File: config.mk
export PLATFORM = sky130hd
export DESIGN_NAME = job_table_engine_unit
export DESIGN_NICKNAME = d
export VERILOG_FILES = /design/src/design/jte_pkg.sv /design/src/design/job_table_engine_unit.sv /design/src/design/jte_table_mem.sv /design/src/design/jte_ctrl.sv
export SDC_FILE = /design/constraint.sdc
export NUM_CORES = 1
export LEC_CHECK = 0
export ABC_AREA = 1
export BUFFER_PORTS_ARGS = -buffer_cell sky130_fd_sc_hd__buf_2
export CORE_ASPECT_RATIO = 1.25
export CORE_MARGIN = 4
export CORE_UTILIZATION = 43
export CTS_BUF_LIST = sky130_fd_sc_hd__clkbuf_16
export CTS_CLUSTER_DIAMETER = 100
export DETAILED_ROUTE_END_ITERATION = 10
export PLACE_DENSITY = 0.66
export SKIP_CTS_REPAIR_TIMING = 1
export SYNTH_ARGS = -nofsm -noshare
export SYNTH_HDL_FRONTEND = slang
export SYNTH_HIERARCHICAL = 1
export SYNTH_SLANG_ARGS = --single-unit
File: constraint.sdc
create_clock -name aclk -period 5 [get_ports aclk]
set_input_delay 1 -clock aclk [delete_from_list [all_inputs] [get_ports aclk]]
set_output_delay 1 -clock aclk [all_outputs]
set_load 0.05 [all_outputs]
File: src/design/jte_pkg.sv
package jte_pkg;

    localparam int JOB_W    = 17;
    localparam int STATE_W  = 2;
    localparam int ACTION_W = 3;
    localparam int STATUS_W = 2;

    localparam int TABLE_ENTRIES_DEF = 16;
    localparam int MAX_JOB_ID_DEF    = 65536;
    localparam int PID_BITS_DEF      = 22;

    localparam logic [ACTION_W-1:0] ACT_ADD      = 3'd0;
    localparam logic [ACTION_W-1:0] ACT_DEL_PID  = 3'd1;
    localparam logic [ACTION_W-1:0] ACT_FIND_PID = 3'd2;
    localparam logic [ACTION_W-1:0] ACT_FIND_JOB = 3'd3;
    localparam logic [ACTION_W-1:0] ACT_SET_JOB  = 3'd4;
    localparam logic [ACTION_W-1:0] ACT_SET_PID  = 3'd5;
    localparam logic [ACTION_W-1:0] ACT_FIND_FG  = 3'd6;

    localparam logic [STATUS_W-1:0] STS_OK        = 2'd0;
    localparam logic [STATUS_W-1:0] STS_INVALID   = 2'd1;
    localparam logic [STATUS_W-1:0] STS_FULL      = 2'd2;
    localparam logic [STATUS_W-1:0] STS_NOT_FOUND = 2'd3;

    localparam logic [STATE_W-1:0] JOB_ST_FG = 2'd1;

    typedef struct packed {
        logic [ACTION_W-1:0] action;
        logic [JOB_W-1:0]    job;
        logic [STATE_W-1:0]  new_state;
    } req_info_t;

    typedef struct packed {
        logic [STATUS_W-1:0] status;
        logic [JOB_W-1:0]    job;
        logic [STATE_W-1:0]  job_state;
    } res_info_t;

endpackage

File: src/design/job_table_engine_unit.sv
// Job table: TABLE_ENTRIES slots of {process id, job number, run state} in one
// synchronous RAM, empty after reset. Requests are taken one at a time; each
// request gives exactly one result. A request with a bad id or unused action
// skips the sweep and goes straight to its result; every other request sweeps
// the whole RAM once, one entry per cycle through its single read port, before
// the result is loaded into the output register. The write-back to the matched
// slot happens as the result is loaded. A finished result waits in the output
// register while the next request is already accepted and searched.
module job_table_engine_unit #(
    parameter int TABLE_ENTRIES = jte_pkg::TABLE_ENTRIES_DEF,
    parameter int MAX_JOB_ID    = jte_pkg::MAX_JOB_ID_DEF,
    parameter int PID_BITS      = jte_pkg::PID_BITS_DEF
) (
    input  logic                              aclk,
    input  logic                              aresetn,
    input  logic                              s_valid,
    output logic                              s_ready,
    input  logic [jte_pkg::ACTION_W-1:0]      s_action,
    input  logic [PID_BITS-1:0]               s_pid_value,
    input  logic [jte_pkg::JOB_W-1:0]         s_job_number,
    input  logic [jte_pkg::STATE_W-1:0]       s_new_state,
    output logic                              m_valid,
    input  logic                              m_ready,
    output logic [jte_pkg::STATUS_W-1:0]      m_status,
    output logic [PID_BITS-1:0]               m_pid_out,
    output logic [jte_pkg::JOB_W-1:0]         m_job_out,
    output logic [jte_pkg::STATE_W-1:0]       m_state_out
);

    localparam int AW     = $clog2(TABLE_ENTRIES);
    localparam int WORD_W = PID_BITS + jte_pkg::JOB_W + jte_pkg::STATE_W;

    jte_pkg::req_info_t  req_info;
    jte_pkg::res_info_t  res_info;
    logic [PID_BITS-1:0] res_pid;
    logic                res_valid;
    logic                res_ready;

    logic                mem_rd_en;
    logic [AW-1:0]       mem_rd_addr;
    logic [WORD_W-1:0]   mem_rd_word;
    logic                mem_wr_en;
    logic [AW-1:0]       mem_wr_addr;
    logic [WORD_W-1:0]   mem_wr_word;

    logic                          m_valid_reg, m_valid_next;
    jte_pkg::res_info_t            out_info_reg;
    logic [PID_BITS-1:0]           out_pid_reg;

    assign req_info.action    = s_action;
    assign req_info.job       = s_job_number;
    assign req_info.new_state = s_new_state;

    jte_table_mem #(
        .TABLE_ENTRIES (TABLE_ENTRIES),
        .WORD_W        (WORD_W)
    ) u_mem (
        .aclk    (aclk),
        .aresetn (aresetn),
        .rd_en   (mem_rd_en),
        .rd_addr (mem_rd_addr),
        .rd_word (mem_rd_word),
        .wr_en   (mem_wr_en),
        .wr_addr (mem_wr_addr),
        .wr_word (mem_wr_word)
    );

    jte_ctrl #(
        .TABLE_ENTRIES (TABLE_ENTRIES),
        .MAX_JOB_ID    (MAX_JOB_ID),
        .PID_BITS      (PID_BITS)
    ) u_ctrl (
        .aclk        (aclk),
        .aresetn     (aresetn),
        .req_valid   (s_valid),
        .req_ready   (s_ready),
        .req_info    (req_info),
        .req_pid     (s_pid_value),
        .mem_rd_en   (mem_rd_en),
        .mem_rd_addr (mem_rd_addr),
        .mem_rd_word (mem_rd_word),
        .mem_wr_en   (mem_wr_en),
        .mem_wr_addr (mem_wr_addr),
        .mem_wr_word (mem_wr_word),
        .res_valid   (res_valid),
        .res_ready   (res_ready),
        .res_info    (res_info),
        .res_pid     (res_pid)
    );

    // Output register: load when empty or being drained this cycle.
    assign res_ready = !m_valid_reg || m_ready;

    always_comb begin
        m_valid_next = m_valid_reg;
        if (m_ready) begin
            m_valid_next = 1'b0;
        end
        if (res_valid && res_ready) begin
            m_valid_next = 1'b1;
        end
    end

    always_ff @(posedge aclk) begin
        if (!aresetn) begin
            m_valid_reg <= 1'b0;
        end else begin
            m_valid_reg <= m_valid_next;
        end
    end

    always_ff @(posedge aclk) begin
        if (res_valid && res_ready) begin
            out_info_reg <= res_info;
            out_pid_reg  <= res_pid;
        end
    end

    assign m_valid     = m_valid_reg;
    assign m_status    = out_info_reg.status;
    assign m_pid_out   = out_pid_reg;
    assign m_job_out   = out_info_reg.job;
    assign m_state_out = out_info_reg.job_state;

endmodule

File: src/design/jte_table_mem.sv
module jte_table_mem #(
    parameter int TABLE_ENTRIES = jte_pkg::TABLE_ENTRIES_DEF,
    parameter int WORD_W        = jte_pkg::PID_BITS_DEF + jte_pkg::JOB_W + jte_pkg::STATE_W,
    localparam int AW           = $clog2(TABLE_ENTRIES)
) (
    input  logic              aclk,
    input  logic              aresetn,
    input  logic              rd_en,
    input  logic [AW-1:0]     rd_addr,
    output logic [WORD_W-1:0] rd_word,
    input  logic              wr_en,
    input  logic [AW-1:0]     wr_addr,
    input  logic [WORD_W-1:0] wr_word
);

    logic [WORD_W-1:0]        mem [TABLE_ENTRIES];
    logic [WORD_W-1:0]        q_reg;
    logic [TABLE_ENTRIES-1:0] vld_reg;
    logic                     vq_reg;

    always_ff @(posedge aclk) begin
        if (wr_en) begin
            mem[wr_addr] <= wr_word;
        end
        if (rd_en) begin
            q_reg <= mem[rd_addr];
        end
    end

    // An entry never written since reset reads as all zero (free slot).
    always_ff @(posedge aclk) begin
        if (!aresetn) begin
            vld_reg <= '0;
            vq_reg  <= 1'b0;
        end else begin
            if (wr_en) begin
                vld_reg[wr_addr] <= 1'b1;
            end
            if (rd_en) begin
                vq_reg <= vld_reg[rd_addr];
            end
        end
    end

    assign rd_word = vq_reg ? q_reg : '0;

endmodule

File: src/design/jte_ctrl.sv
module jte_ctrl #(
    parameter int TABLE_ENTRIES = jte_pkg::TABLE_ENTRIES_DEF,
    parameter int MAX_JOB_ID    = jte_pkg::MAX_JOB_ID_DEF,
    parameter int PID_BITS      = jte_pkg::PID_BITS_DEF,
    localparam int AW           = $clog2(TABLE_ENTRIES),
    localparam int WORD_W       = PID_BITS + jte_pkg::JOB_W + jte_pkg::STATE_W
) (
    input  logic                aclk,
    input  logic                aresetn,
    input  logic                req_valid,
    output logic                req_ready,
    input  jte_pkg::req_info_t  req_info,
    input  logic [PID_BITS-1:0] req_pid,
    output logic                mem_rd_en,
    output logic [AW-1:0]       mem_rd_addr,
    input  logic [WORD_W-1:0]   mem_rd_word,
    output logic                mem_wr_en,
    output logic [AW-1:0]       mem_wr_addr,
    output logic [WORD_W-1:0]   mem_wr_word,
    output logic                res_valid,
    input  logic                res_ready,
    output jte_pkg::res_info_t  res_info,
    output logic [PID_BITS-1:0] res_pid
);

    localparam int JOB_W   = jte_pkg::JOB_W;
    localparam int STATE_W = jte_pkg::STATE_W;

    localparam logic [1:0] FSM_IDLE   = 2'd0;
    localparam logic [1:0] FSM_SCAN   = 2'd1;
    localparam logic [1:0] FSM_FINISH = 2'd2;

    localparam logic [AW-1:0]    LAST_ADDR = AW'(TABLE_ENTRIES - 1);
    localparam logic [JOB_W-1:0] MAX_JOB   = JOB_W'(MAX_JOB_ID);
    localparam logic [JOB_W-1:0] JOB_ONE   = JOB_W'(1);

    logic [1:0]                     fsm_reg, fsm_next;
    logic [jte_pkg::ACTION_W-1:0]   act_reg, act_next;
    logic [PID_BITS-1:0]            pid_reg, pid_next;
    logic [JOB_W-1:0]               job_reg, job_next;
    logic [STATE_W-1:0]             nst_reg, nst_next;
    logic                           inval_reg, inval_next;
    logic [AW-1:0]                  rd_addr_reg, rd_addr_next;
    logic                           rd_busy_reg, rd_busy_next;
    logic                           dv_reg;
    logic [AW-1:0]                  didx_reg;
    logic                           found_reg, found_next;
    logic [AW-1:0]                  slot_reg, slot_next;
    logic [WORD_W-1:0]              cap_reg, cap_next;
    logic [JOB_W-1:0]               max_reg, max_next;
    logic [JOB_W-1:0]               next_job_reg, next_job_next;

    logic [PID_BITS-1:0] e_pid, cap_pid;
    logic [JOB_W-1:0]    e_job, cap_job;
    logic [STATE_W-1:0]  e_st;
    logic                hit;
    logic                bad_req;
    logic                done_ok;
    logic [JOB_W-1:0]    job_inc, max_inc;
    logic [WORD_W-1:0]   res_word;

    assign e_pid   = mem_rd_word[WORD_W-1 -: PID_BITS];
    assign e_job   = mem_rd_word[STATE_W +: JOB_W];
    assign e_st    = mem_rd_word[STATE_W-1:0];
    assign cap_pid = cap_reg[WORD_W-1 -: PID_BITS];
    assign cap_job = cap_reg[STATE_W +: JOB_W];

    assign job_inc = (next_job_reg + JOB_ONE > MAX_JOB) ? JOB_ONE : next_job_reg + JOB_ONE;
    assign max_inc = (max_reg + JOB_ONE > MAX_JOB) ? JOB_ONE : max_reg + JOB_ONE;

    always_comb begin
        case (act_reg)
            jte_pkg::ACT_ADD:      hit = (e_pid == '0);
            jte_pkg::ACT_DEL_PID,
            jte_pkg::ACT_FIND_PID,
            jte_pkg::ACT_SET_PID:  hit = (e_pid == pid_reg);
            jte_pkg::ACT_FIND_JOB,
            jte_pkg::ACT_SET_JOB:  hit = (e_job == job_reg);
            jte_pkg::ACT_FIND_FG:  hit = (e_st == jte_pkg::JOB_ST_FG);
            default:               hit = 1'b0;
        endcase
    end

    always_comb begin
        case (req_info.action)
            jte_pkg::ACT_ADD,
            jte_pkg::ACT_DEL_PID,
            jte_pkg::ACT_FIND_PID,
            jte_pkg::ACT_SET_PID:  bad_req = (req_pid == '0);
            jte_pkg::ACT_FIND_JOB,
            jte_pkg::ACT_SET_JOB:  bad_req = (req_info.job == '0);
            jte_pkg::ACT_FIND_FG:  bad_req = 1'b0;
            default:               bad_req = 1'b1;
        endcase
    end

    assign done_ok = !inval_reg && found_reg;

    // Result word and write-back for the matched slot.
    always_comb begin
        res_word    = cap_reg;
        mem_wr_word = cap_reg;
        case (act_reg)
            jte_pkg::ACT_ADD: begin
                res_word    = {pid_reg, next_job_reg, nst_reg};
                mem_wr_word = {pid_reg, next_job_reg, nst_reg};
            end
            jte_pkg::ACT_DEL_PID: begin
                mem_wr_word = '0;
            end
            jte_pkg::ACT_SET_JOB,
            jte_pkg::ACT_SET_PID: begin
                res_word    = {cap_pid, cap_job, nst_reg};
                mem_wr_word = {cap_pid, cap_job, nst_reg};
            end
            default: begin
            end
        endcase
    end

    always_comb begin
        fsm_next      = fsm_reg;
        act_next      = act_reg;
        pid_next      = pid_reg;
        job_next      = job_reg;
        nst_next      = nst_reg;
        inval_next    = inval_reg;
        rd_addr_next  = rd_addr_reg;
        rd_busy_next  = rd_busy_reg;
        found_next    = found_reg;
        slot_next     = slot_reg;
        cap_next      = cap_reg;
        max_next      = max_reg;
        next_job_next = next_job_reg;
        req_ready     = 1'b0;
        mem_rd_en     = 1'b0;
        mem_wr_en     = 1'b0;
        res_valid     = 1'b0;

        case (fsm_reg)
            FSM_IDLE: begin
                req_ready = 1'b1;
                if (req_valid) begin
                    act_next     = req_info.action;
                    pid_next     = req_pid;
                    job_next     = req_info.job;
                    nst_next     = req_info.new_state;
                    inval_next   = bad_req;
                    found_next   = 1'b0;
                    cap_next     = '0;
                    max_next     = '0;
                    rd_addr_next = '0;
                    rd_busy_next = !bad_req;
                    fsm_next     = bad_req ? FSM_FINISH : FSM_SCAN;
                end
            end
            FSM_SCAN: begin
                if (rd_busy_reg) begin
                    mem_rd_en = 1'b1;
                    if (rd_addr_reg == LAST_ADDR) begin
                        rd_busy_next = 1'b0;
                    end else begin
                        rd_addr_next = rd_addr_reg + AW'(1);
                    end
                end
                if (dv_reg) begin
                    // Lowest matching slot wins; the rest feed the largest job number.
                    if (hit && !found_reg) begin
                        found_next = 1'b1;
                        slot_next  = didx_reg;
                        cap_next   = mem_rd_word;
                    end else if (e_job > max_reg) begin
                        max_next = e_job;
                    end
                    if (didx_reg == LAST_ADDR) begin
                        fsm_next = FSM_FINISH;
                    end
                end
            end
            FSM_FINISH: begin
                res_valid = 1'b1;
                if (res_ready) begin
                    fsm_next = FSM_IDLE;
                    if (done_ok) begin
                        case (act_reg)
                            jte_pkg::ACT_ADD: begin
                                mem_wr_en     = 1'b1;
                                next_job_next = job_inc;
                            end
                            jte_pkg::ACT_DEL_PID: begin
                                mem_wr_en     = 1'b1;
                                next_job_next = max_inc;
                            end
                            jte_pkg::ACT_SET_JOB,
                            jte_pkg::ACT_SET_PID: begin
                                mem_wr_en = 1'b1;
                            end
                            default: begin
                            end
                        endcase
                    end
                end
            end
            default: begin
                fsm_next = FSM_IDLE;
            end
        endcase
    end

    assign mem_rd_addr = rd_addr_reg;
    assign mem_wr_addr = slot_reg;

    always_comb begin
        if (inval_reg) begin
            res_info.status = jte_pkg::STS_INVALID;
        end else if (!found_reg) begin
            res_info.status = (act_reg == jte_pkg::ACT_ADD) ? jte_pkg::STS_FULL
                                                             : jte_pkg::STS_NOT_FOUND;
        end else begin
            res_info.status = jte_pkg::STS_OK;
        end
        res_pid            = done_ok ? res_word[WORD_W-1 -: PID_BITS] : '0;
        res_info.job       = done_ok ? res_word[STATE_W +: JOB_W] : '0;
        res_info.job_state = done_ok ? res_word[STATE_W-1:0] : '0;
    end

    always_ff @(posedge aclk) begin
        if (!aresetn) begin
            fsm_reg      <= FSM_IDLE;
            rd_busy_reg  <= 1'b0;
            dv_reg       <= 1'b0;
            found_reg    <= 1'b0;
            inval_reg    <= 1'b0;
            next_job_reg <= JOB_ONE;
        end else begin
            fsm_reg      <= fsm_next;
            rd_busy_reg  <= rd_busy_next;
            dv_reg       <= mem_rd_en;
            found_reg    <= found_next;
            inval_reg    <= inval_next;
            next_job_reg <= next_job_next;
        end
    end

    always_ff @(posedge aclk) begin
        act_reg     <= act_next;
        pid_reg     <= pid_next;
        job_reg     <= job_next;
        nst_reg     <= nst_next;
        rd_addr_reg <= rd_addr_next;
        didx_reg    <= rd_addr_reg;
        slot_reg    <= slot_next;
        cap_reg     <= cap_next;
        max_reg     <= max_next;
    end

endmodule

## Word level (Yosys, flattened, before mapping)

Memories as Yosys holds them, arrays and structs flattened. A register that Yosys moved wholly into a read port is not among the register bits.
Index checks and enable logic that the tools add are counted.

| word-level totals | value |
|---|---|
| memories kept | 1 |
| output and inout port bits | 45 |
| flip-flop bits (word level) | 198 |
| bits in read-only memories | 0 |
| word-level logic and storage cells | 148 |
| bits in latches | 0 |
| bits in writable memories | 656 |

Memories:

| memory | depth | bits a word | rd ports | clocked after Yosys merged registers in | wr ports | RTL line | source |
|---|---|---|---|---|---|---|---|
| u_mem.mem | 16 | 41 | 1 | 1 | 1 | jte_table_mem.sv:16 | `logic [WORD_W-1:0] mem [TABLE_ENTRIES];` |

| cells by class | value |
|---|---|
| multiplexer cells | 53 |
| multipliers | 0 |
| equal/unequal tests | 28 |
| shift-type cells | 0 |
| reductions and logical operators | 33 |
| bitwise operators | 1 |
| $add $sub $neg | 3 |
| magnitude comparators | 6 |
| divide/modulo/power cells | 0 |

Operators by type and width:

| kind | count |
|---|---|
| $mux W41 | 4 |
| $pmux W41 S2 | 2 |
| $pmux W41 S3 | 1 |
| $mux W17 | 6 |
| $pmux W17 S2 | 2 |
| $logic_not A22 Y1 | 2 |
| $add A17 B1 Y17 const B | 2 |
| $gt A17 B17 Y1 const B | 2 |
| $eq A22 B22 Y1 | 1 |
| $mux W1 | 22 |
| $eq A3 B3 Y1 const B | 6 |
| $eq A17 B17 Y1 | 1 |
| $gt A17 B17 Y1 | 1 |
| $logic_not A17 Y1 | 1 |
| $or A16 B16 Y16 | 1 |
| $reduce_and A4 Y1 | 4 |
| $eq A3 B2 Y1 const B | 4 |
| $mux W4 | 3 |
| $lt A4 B5 Y1 const B | 2 |
| $mux W2 | 5 |
| $ne A2 B1 Y1 const B | 5 |
| $eq A4 B4 Y1 const B | 2 |
| $ne A2 B2 Y1 const B | 4 |
| $pmux W4 S2 | 1 |
| 23 further kinds | 40 |

## Logic depth before layout (Yosys ltp)

Gate-level depths: netlist of the first run.

| depth | value |
|---|---|
| depth in word-level cells | 8 |
| gate-level depth with buffers | 16 |

## By module

The synthesis of the first run kept the hierarchy.

Modules (own cells, without submodules):

| module | cells each | seq. area each (µm²) | times used | area each (µm²) |
|---|---|---|---|---|
| jte_table_mem | 2128 | 21270.4 | 1 | 27874.2 |
| jte_ctrl | 1115 | 3843.7 | 1 | 8501.9 |
| job_table_engine_unit | 50 | 1311.3 | 1 | 1342.5 |

## Least setup slack after synthesis of the first run

No wires, ideal clock.

| timing path | value |
|---|---|
| path kind | flip-flop to flip-flop |
| start point | register u_ctrl.fsm_reg[0] |
| end point | register u_ctrl.rd_addr_reg[0] (netlist: u_ctrl/mem_rd_addr[0]), enable pin |
| data required time | 4684 ps |
| buffers on the path | 0 |
| cell stages (with the launch flop) | 6 |
| period minus slack after synthesis | 3987 ps |
| slack | 1013 ps |
| library setup time | 316 ps |
| data arrival time | 3671 ps |
| path through | dfxtp_1 -> nor2_1 -> inv_1 -> nor2_1 -> inv_1 -> nand2_1 |

| between the ends | value |
|---|---|
| cells in the longest elaborated chain, start to end | 3 |
| elaborated cells between the ends (all ways) | 7 |
| classes of those cells | eq/ne: 4; reduce/logical: 3 |

RTL lines:

| item | RTL line | source |
|---|---|---|
| start: declaration | jte_ctrl.sv:37 | `logic [1:0] fsm_reg, fsm_next;` |
| start signal: assignment | jte_ctrl.sv:236 | `fsm_reg <= fsm_next;` |
| $eq A2 B1 Y1 / $logic_not A2 Y1 (equally long branches) | jte_ctrl.sv:140 | `case (fsm_reg)` |
| $ne A2 B1 Y1 (no source line), or another cell as far along | - |  |
| $reduce_and A4 Y1 (no source line) (*) | - |  |
| end signal: assignment | jte_ctrl.sv:250 | `rd_addr_reg <= rd_addr_next;` |
| end: declaration | jte_ctrl.sv:43 | `logic [AW-1:0] rd_addr_reg, rd_addr_next;` |

Mark *: on every way between the ends. The rest lies on a longest branch, timed or not.
A chain may end at the register's enable or synchronous reset.

## Worst setup path in the final report of the first run

| timing path | value |
|---|---|
| start point | register u_ctrl/act_reg[1] in the netlist's numbering |
| end point | memory u_mem/mem[4][6] in the netlist's numbering, enable pin |

| between the ends | value |
|---|---|
| cells in the longest elaborated chain, start to end | 8 |
| elaborated cells between the ends (all ways) | 11 |
| classes of those cells | eq/ne: 3; mux: 6; reduce/logical: 2 |

RTL lines:

| item | RTL line | source |
|---|---|---|
| start: declaration | jte_ctrl.sv:38 | `logic [jte_pkg::ACTION_W-1:0] act_reg, act_next;` |
| start signal: assignment | jte_ctrl.sv:246 | `act_reg <= act_next;` |
| $eq A3 B3 Y1, or another cell as far along | jte_ctrl.sv:185 | `case (act_reg)` |
| $reduce_or A4 Y1 (no source line) (*) | - |  |
| $mux W1 (*) | jte_ctrl.sv:185 |  |
| $mux W1 (*) | jte_ctrl.sv:184 | `if (done_ok) begin` |
| $mux W1 (*) | jte_ctrl.sv:182 | `if (res_ready) begin` |
| $mux W1 (*) | jte_ctrl.sv:140 |  |
| via mem_wr_en | job_table_engine_unit.sv:42 | `logic mem_wr_en;` |
| $mux W1 (*) | jte_table_mem.sv:22 | `if (wr_en) begin` |
| $mux W1 (not written as such) (*) | jte_table_mem.sv:23 | `mem[wr_addr] <= wr_word;` |
| end: declaration | jte_table_mem.sv:16 |  |

Mark *: on every way through the listed nets, which the timed path passes. The rest lies on a longest branch.

==> qor.csv, run 1 <==
metric;value;unit
initial antenna violation count;2;
Critical path origin;u_ctrl/act_reg[1]$_DFFE_PP_;
initial core utilization;43.3;%
Critical Path Most Common Cell;inv_1;
Final period util;69.0;%
run status;finished, final reports clean;
# IOs;93;
global-route wire length before repair;143000;um
pre-CTS WS;1.44;ns
clock slew seen by the registers of the worst setup and hold paths;0.06;ns
crit path buf inv count;4;
Slew Limit Headroom;16.4;%
CTS tree;built;
ys flop type;edfxtp_1;
Max Cap Violations;0;
RR Startpoint;u_ctrl/act_reg[1]$_DFFE_PP_;
CP required;5.26;ns
Largest register FFs;656;
NumNets Final;3440;
Hold Startpoint;u_ctrl/didx_reg[3]$_DFF_P_;
worst stage delay on the critical path;0.58;ns
chip height;339;um
Worst Skew;0.0247;ns
# DRC;0;
Die Wd;273;um
setup TNS;0;ns
register area share after synthesis;70.1;%
share of cells above drive strength 1;10.2;%
Yosys warnings;6;
leading post-synthesis cells by cell area;edfxtp_1 68%, nor2_1 6.9%, o21ai_0 4.7%;
VDD IR max;0.224;mV
Detailed Route Iter0 Violations;2629;
met3 usage;2.67;%
Total Power;17.7;mW
Setup Crit Path Kind;flop to flop;
final wirelength;94800;um
# setup viols final;0;
cell taking the most area after synthesis;edfxtp_1;
Lkg Pwr;14.8;nW
final worst slack;1.55;ns
largest net degree at the start of global routing;230;
ANT cells;0;
core footprint;87100;sq um
vias in the first global route;23700;
CTS root buf;clkbuf_16;
critical path's top delay family;buffers and inverters;
WL/cell;20.6;um
met1 Use GR;27.2;%
die area;92600;sq um
Power Dens Cells;416;nW/um^2
fin cells;4610;
crit path DAT;3.71;ns
CP cell instances;inv_1 > nand3_1 > nor2_1 > inv_1 > nor3_1 > inv_1 > nor2_4 > buf_4;
number of fillers in the final layout;7537;
most frequent cells after synthesis;850 x edfxtp_1, 689 x nor2_1, 357 x o21ai_0, 319 x nand2_1, 243 x inv_1;
Max stage delay cell, worst path;inv_1;
post-DP HPWL;57900;um
TritonCTS buffer count;83;
met2 Use GR;33.0;%
routability-driven placement congestion ratio;0.901;
minimum hold slack;0.435;ns
syn avg cell area;11.5;sq um
IO Port Bufs;92;
Synth Register Bits;895;
final hold vios;0;
via count;24900;
Max Slew Vio Count;0;
Syn Inst Count;3293;
Placed Instances;4455;
Rows;121;
CTS H-tree depth;3;
Total GRT Usage;20.1;%
CTS sink cnt;895;
Net Count, Synth;3361;
drt via density;5.39;
Detailed Routing Iterations Pass 1;6;
RSZ-0062 raised after global routing;false;
Mapped Area;37700;sq um
Reg2Reg Setup Slack;1.55;ns
Hold Path Class;flop to flop;
EDFF count, synth;850;
worst-skew pair later-pin latency;0.65;ns
count leader, synth;edfxtp_1;
Max FO, Critical Path;31;
clk buf depth;3;
Synth top area share;67.7;%
gr busiest metal;met2;
DRT antenna net count;0;
asr flop ratio synth;0;%
Synth-to-Final Area Change;12.6;%
post-layout minimum cycle time;3.45;ns
startpoint class of the critical path;flop;
Overflow after GRT;0;
Worst-Margin Slew;1.25;ns
Highest Clock Rate;290;MHz
Setup crit end kind;flop;
Distinct cells, synth;45;
## placed cells by master (no fill, tap or decap), types with 31 or more instances in the layout
| cell | instances |
|---|---|
| clkbuf_16 | 85 |
| nor2_1 | 670 |
| buf_2 | 92 |
| dfxtp_1 | 44 |
| o211ai_1 | 143 |
| a21oi_1 | 89 |
| nand3_1 | 147 |
| inv_1 | 253 |
| nand2_1 | 319 |
| o21ai_0 | 356 |
| edfxtp_1 | 850 |
| buf_4 | 67 |
| o21ai_1 | 31 |
## worst reg2reg max path, stage by stage, from the launching register on
cell and delay (ns):
edfxtp_1 0.46, inv_1 0.58, nand3_1 0.15, nor2_1 0.38, inv_1 0.13, nor3_1 0.19, inv_1 0.19, nor2_4 0.38
buf_4 0.58
## metal layers
layer / part of all wire, % / vias to the layer above
li1: - / 11800
met1: 41 / 12000
met2: 48 / 942
met3: 7.2 / 154
met4: 3.7 / 0
met5: 0 / -
## where the power goes
| part | internal, mW | switching [mW] | leakage (nW) |
|---|---|---|---|
| Sequential | 8.66 | 0.116 | 8.18 |
| Combinational | 0.658 | 1.91 | 5.23 |
| Clock | 3.58 | 2.74 | 1.38 |
## path summary, 6_finish.rpt
kind                                      to  cells past startpoint
max                u_mem/mem[4][6]$_DFFE_PP_                      8
min          u_ctrl/mem_wr_addr[3]$_DFFE_PP_                      0
max reg2reg        u_mem/mem[4][6]$_DFFE_PP_                      8
min reg2reg  u_ctrl/mem_wr_addr[3]$_DFFE_PP_                      0
## through the flow
stage          cell area (sq um)  utilization (%)
2_1_floorplan              37700                -
3_3_place_gp               39700             45.6
3_5_place_dp               39700             45.6
4_1_cts                    42500             48.8
5_1_grt                    42500             48.8
6_report                   42500             48.8
## area by class of cell
type / instances / area (sq um) / area share [%]
sequential: 895 / 26400 / 62.2
tap: 1168 / 1460 / 3.44
clock buffer: 85 / 2130 / 5.01
timing repair buffer: 169 / 1160 / 2.74
multi-input combinational: 1974 / 9740 / 22.9
clock inverter: 70 / 606 / 1.43
inverter: 249 / 943 / 2.22
## logic make-up (layout without fill, tap and decap cells)
logic type      Yosys count  count (layout)  synth area share, %
compound gates          692             692                 10.6
mux                       1               1               0.0265
buf+inv                 424             573                 4.55
simple gates           1220            1220                 13.1
xor+xnor                 41              41                0.952
flops                   895             895                 70.1
fa+ha+maj                20              20                0.663
Power figures use the tool's default switching activity.
==> run 2, diff against run 1 <==
Settings changed: ABC_AREA 1 to 0, PLACE_DENSITY 0.66 to 0.69.
Clock period 5 ns to 2.9 ns, I/O delays scaled along.
==> run 2 against run 1 <==
  * Synthesized cell count down 41%
  * Synthesized area shrank 3.9%
  * Maximum frequency increased by 23%
  * Critical path depth grew 5
  * Clock skew rose by 0.013 ns
  * Highest routed layer unchanged
  * First-iteration DRC count shrank 21%
  * Register-to-register slack worse by 1.5 ns
==> qor.csv, run 2 <==
metric;value;unit;change
DRT antenna net count;0;;unchanged
Max Slew Vio Count;0;;unchanged
FF+latch area;26400;sq um;unchanged
CTS H-tree depth;3;;unchanged
final wirelength;87500;um;was 94800 um
asr flop ratio synth;0;%;unchanged
run status;finished, final reports clean;;unchanged
# IOs;93;;unchanged
VDD IR max;0.520;mV;was 0.224 mV
Total GRT Usage;19.6;%;was 20.1%
final hold vios;0;;unchanged
clock slew seen by the registers of the worst setup and hold paths;0.06;ns;about the same
# setup viols final;0;;unchanged
core footprint;83300;sq um;was 87100 sq um
Max Cap Violations;0;;unchanged
vias in the first global route;19700;;was 23700
Hold Path Class;input port to flop;;was flop to flop
CP required;3.24;ns;was 5.26 ns
Detailed Routing Iterations Pass 1;5;;was 6
global-route wire length before repair;129000;um;was 143000 um
Worst-Margin Slew;0.939;ns;was 1.25 ns
Distinct cells, synth;80;;was 45
Net Count, Synth;2022;;was 3361
Synth-to-Final Area Change;15.4;%;was 12.6%
EDFF count, synth;850;;unchanged
initial antenna violation count;6;;was 2
final worst slack;0.0910;ns;was 1.55 ns
WL/cell;26.5;um;was 20.6 um
Synth top area share;70.4;%;was 67.7%
Die Wd;268;um;was 273 um
most frequent cells after synthesis;850 x edfxtp_1, 190 x nand2_1, 183 x mux4_2, 85 x and2_1, 65 x a21oi_1;;was 850 x edfxtp_1, 689 x nor2_1, 357 x o21ai_0, 319 x nand2_1, 243 x inv_1
most frequent cells in the layout;850 x edfxtp_1, 190 x nand2_1, 183 x mux4_2, 92 x buf_2, 90 x clkbuf_16;;was 850 x edfxtp_1, 670 x nor2_1, 356 x o21ai_0, 319 x nand2_1, 253 x inv_1
CTS tree;built;;unchanged
number of fillers in the final layout;6697;;was 7537
Power Dens Cells;676;nW/um^2;was 416 nW/um^2
ys flop type;edfxtp_1;;unchanged
drt via density;5.85;;was 5.39
CTS sink cnt;895;;unchanged
worst-skew pair later-pin latency;0.64;ns;was 0.65 ns
CTS root buf;clkbuf_16;;unchanged
die area;89000;sq um;was 92600 sq um
largest net degree at the start of global routing;49;;was 230
leading post-synthesis cells by cell area;edfxtp_1 70%, mux4_2 11%, dfxtp_1 2.5%;;was edfxtp_1 68%, nor2_1 6.9%, o21ai_0 4.7%
Detailed Route Iter0 Violations;2086;;was 2629
startpoint class of the critical path;flop;;unchanged
Setup crit end kind;flop;;unchanged
syn avg cell area;18.6;sq um;was 11.5 sq um
area of the multi-input gates;9380;sq um;was 9740 sq um
register area share after synthesis;72.9;%;was 70.1%
pre-CTS WS;-0.000122;ns;was 1.44 ns
final instance area;41800;sq um;was 42500 sq um
Largest register FFs;656;;unchanged
count leader, synth;edfxtp_1;;unchanged
via count;19300;;was 24900
IO Port Bufs;92;;unchanged
post-layout minimum cycle time;2.81;ns;was 3.45 ns
Yosys warnings;6;;unchanged
NumNets Final;2216;;was 3440
Overflow after GRT;0;;unchanged
crit path DAT;3.15;ns;was 3.71 ns
Syn Inst Count;1954;;was 3293
Lkg Pwr;13.9;nW;was 14.8 nW
Synth Register Bits;895;;unchanged
Highest Clock Rate;356;MHz;was 290 MHz
commonest non-fill, non-tap cell in the layout;edfxtp_1;;unchanged
Setup Crit Path Kind;flop to flop;;unchanged
TritonCTS buffer count;89;;was 83
Rows;118;;was 121
Total Power;28.3;mW;was 17.7 mW
share of cells above drive strength 1;25.3;%;was 10.2%
routability-driven placement congestion ratio;0.905;;was 0.901
# DRC;0;;unchanged
Final period util;96.9;%;was 69.0%
chip height;333;um;was 339 um
clk buf depth;3;;unchanged
post-DP HPWL;53600;um;was 57900 um
Slew Limit Headroom;37.4;%;was 16.4%
Max FO, Critical Path;17;;was 31
Post-DP Area;39000;sq um;was 39700 sq um
initial core utilization;43.5;%;was 43.3%
cell taking the most area after synthesis;edfxtp_1;;unchanged
Worst Skew;0.0375;ns;was 0.0247 ns
Mapped Area;36200;sq um;was 37700 sq um
-- run 2: cell types whose count changed after synthesis, moves of 84 or more --
cell,change
mux4_2,+183
o211ai_1,-141
o21ai_0,-345
nand2_1,-129
and2_1,+84
inv_1,-216
nor2_1,-638
nand3_1,-126
-- run 2: routing by layer --
layer	up-vias	wire length [um]	global-route usage (%)
li1	8214	-	-
met1	10100	35400	27.2
met2	824	43300	32.6
met3	141	6650	3.10
met4	0	2150	4.95
met5	-	0	0
-- run 2: cells by family (layout without fill, tap and decap cells) --
family,count (synthesis),after routing,share of synthesized area (%)
buf+inv,124,389,1.81
fa+ha+maj,20,20,0.690
simple gates,472,472,6.69
flops,895,895,72.9
xor+xnor,66,66,1.65
mux,217,217,13.4
compound gates,160,160,2.88
other cells,0,3,0
-- run 2: layout make-up --
cell class	count	share of cell area, %
timing repair buffer	199	4.26
tap	1080	3.23
multi-input combinational	935	22.4
sequential	895	63.2
clock buffer	89	5.33
clock inverter	73	1.30
antenna	3	0.0179
inverter	28	0.251
-- run 2: worst max-delay path, cell delays in order (launching register included) --
cell and delay (ns):
dfxtp_2 0.34, buf_12 0.14, and2_1 0.15, ha_1 0.31
nand4_1 0.13, nor2_1 0.12, a211oi_1 0.07, o21a_1 0.19
o21a_1 0.18, o21ai_1 0.14, nand2_1 0.11, a2111oi_4 0.29
buf_4 0.19, clkbuf_16 0.15
-- run 2: worst paths after layout --
kind                              startpoint                               end  slack [ns]  cells past startpoint
hold reg to reg   u_ctrl/didx_reg[3]$_DFF_P_   u_ctrl/mem_wr_addr[3]$_DFFE_PP_        0.44                      0
hold / removal               s_job_number[4]       u_ctrl/job_reg[4]$_DFFE_PP_        0.13                      1
setup / recovery   u_mem/vq_reg$_SDFFE_PN0P_  u_ctrl/max_reg[16]$_SDFFCE_PN0P_        0.09                     13
setup reg to reg   u_mem/vq_reg$_SDFFE_PN0P_  u_ctrl/max_reg[16]$_SDFFCE_PN0P_        0.09                     13
-- run 2: metrics by stage --
step | hold WS (ns) | setup TNS (ns) | instances | utilization (%)
global placement | 0.415 | -0.794 | 3134 | 46.8
detailed placement | 0.419 | -0.000323 | 3134 | 46.8
floorplan | 0.408 | -246.56 | 1954 | -
global route | 0.105 | -0.000194 | 3300 | 50.2
CTS | 0.0997 | -0.822 | 3296 | 50.1
finish | 0.129 | 0 | 3302 | 50.2
-- run 2: report_power, final --
group	internal, mW	leakage [nW]	total, mW	switching [mW]
logic	1.09	4.31	2.64	1.55
clock network	6.07	1.43	10.9	4.79
registers	14.6	8.16	14.8	0.182
total	21.8	13.9	28.3	6.52
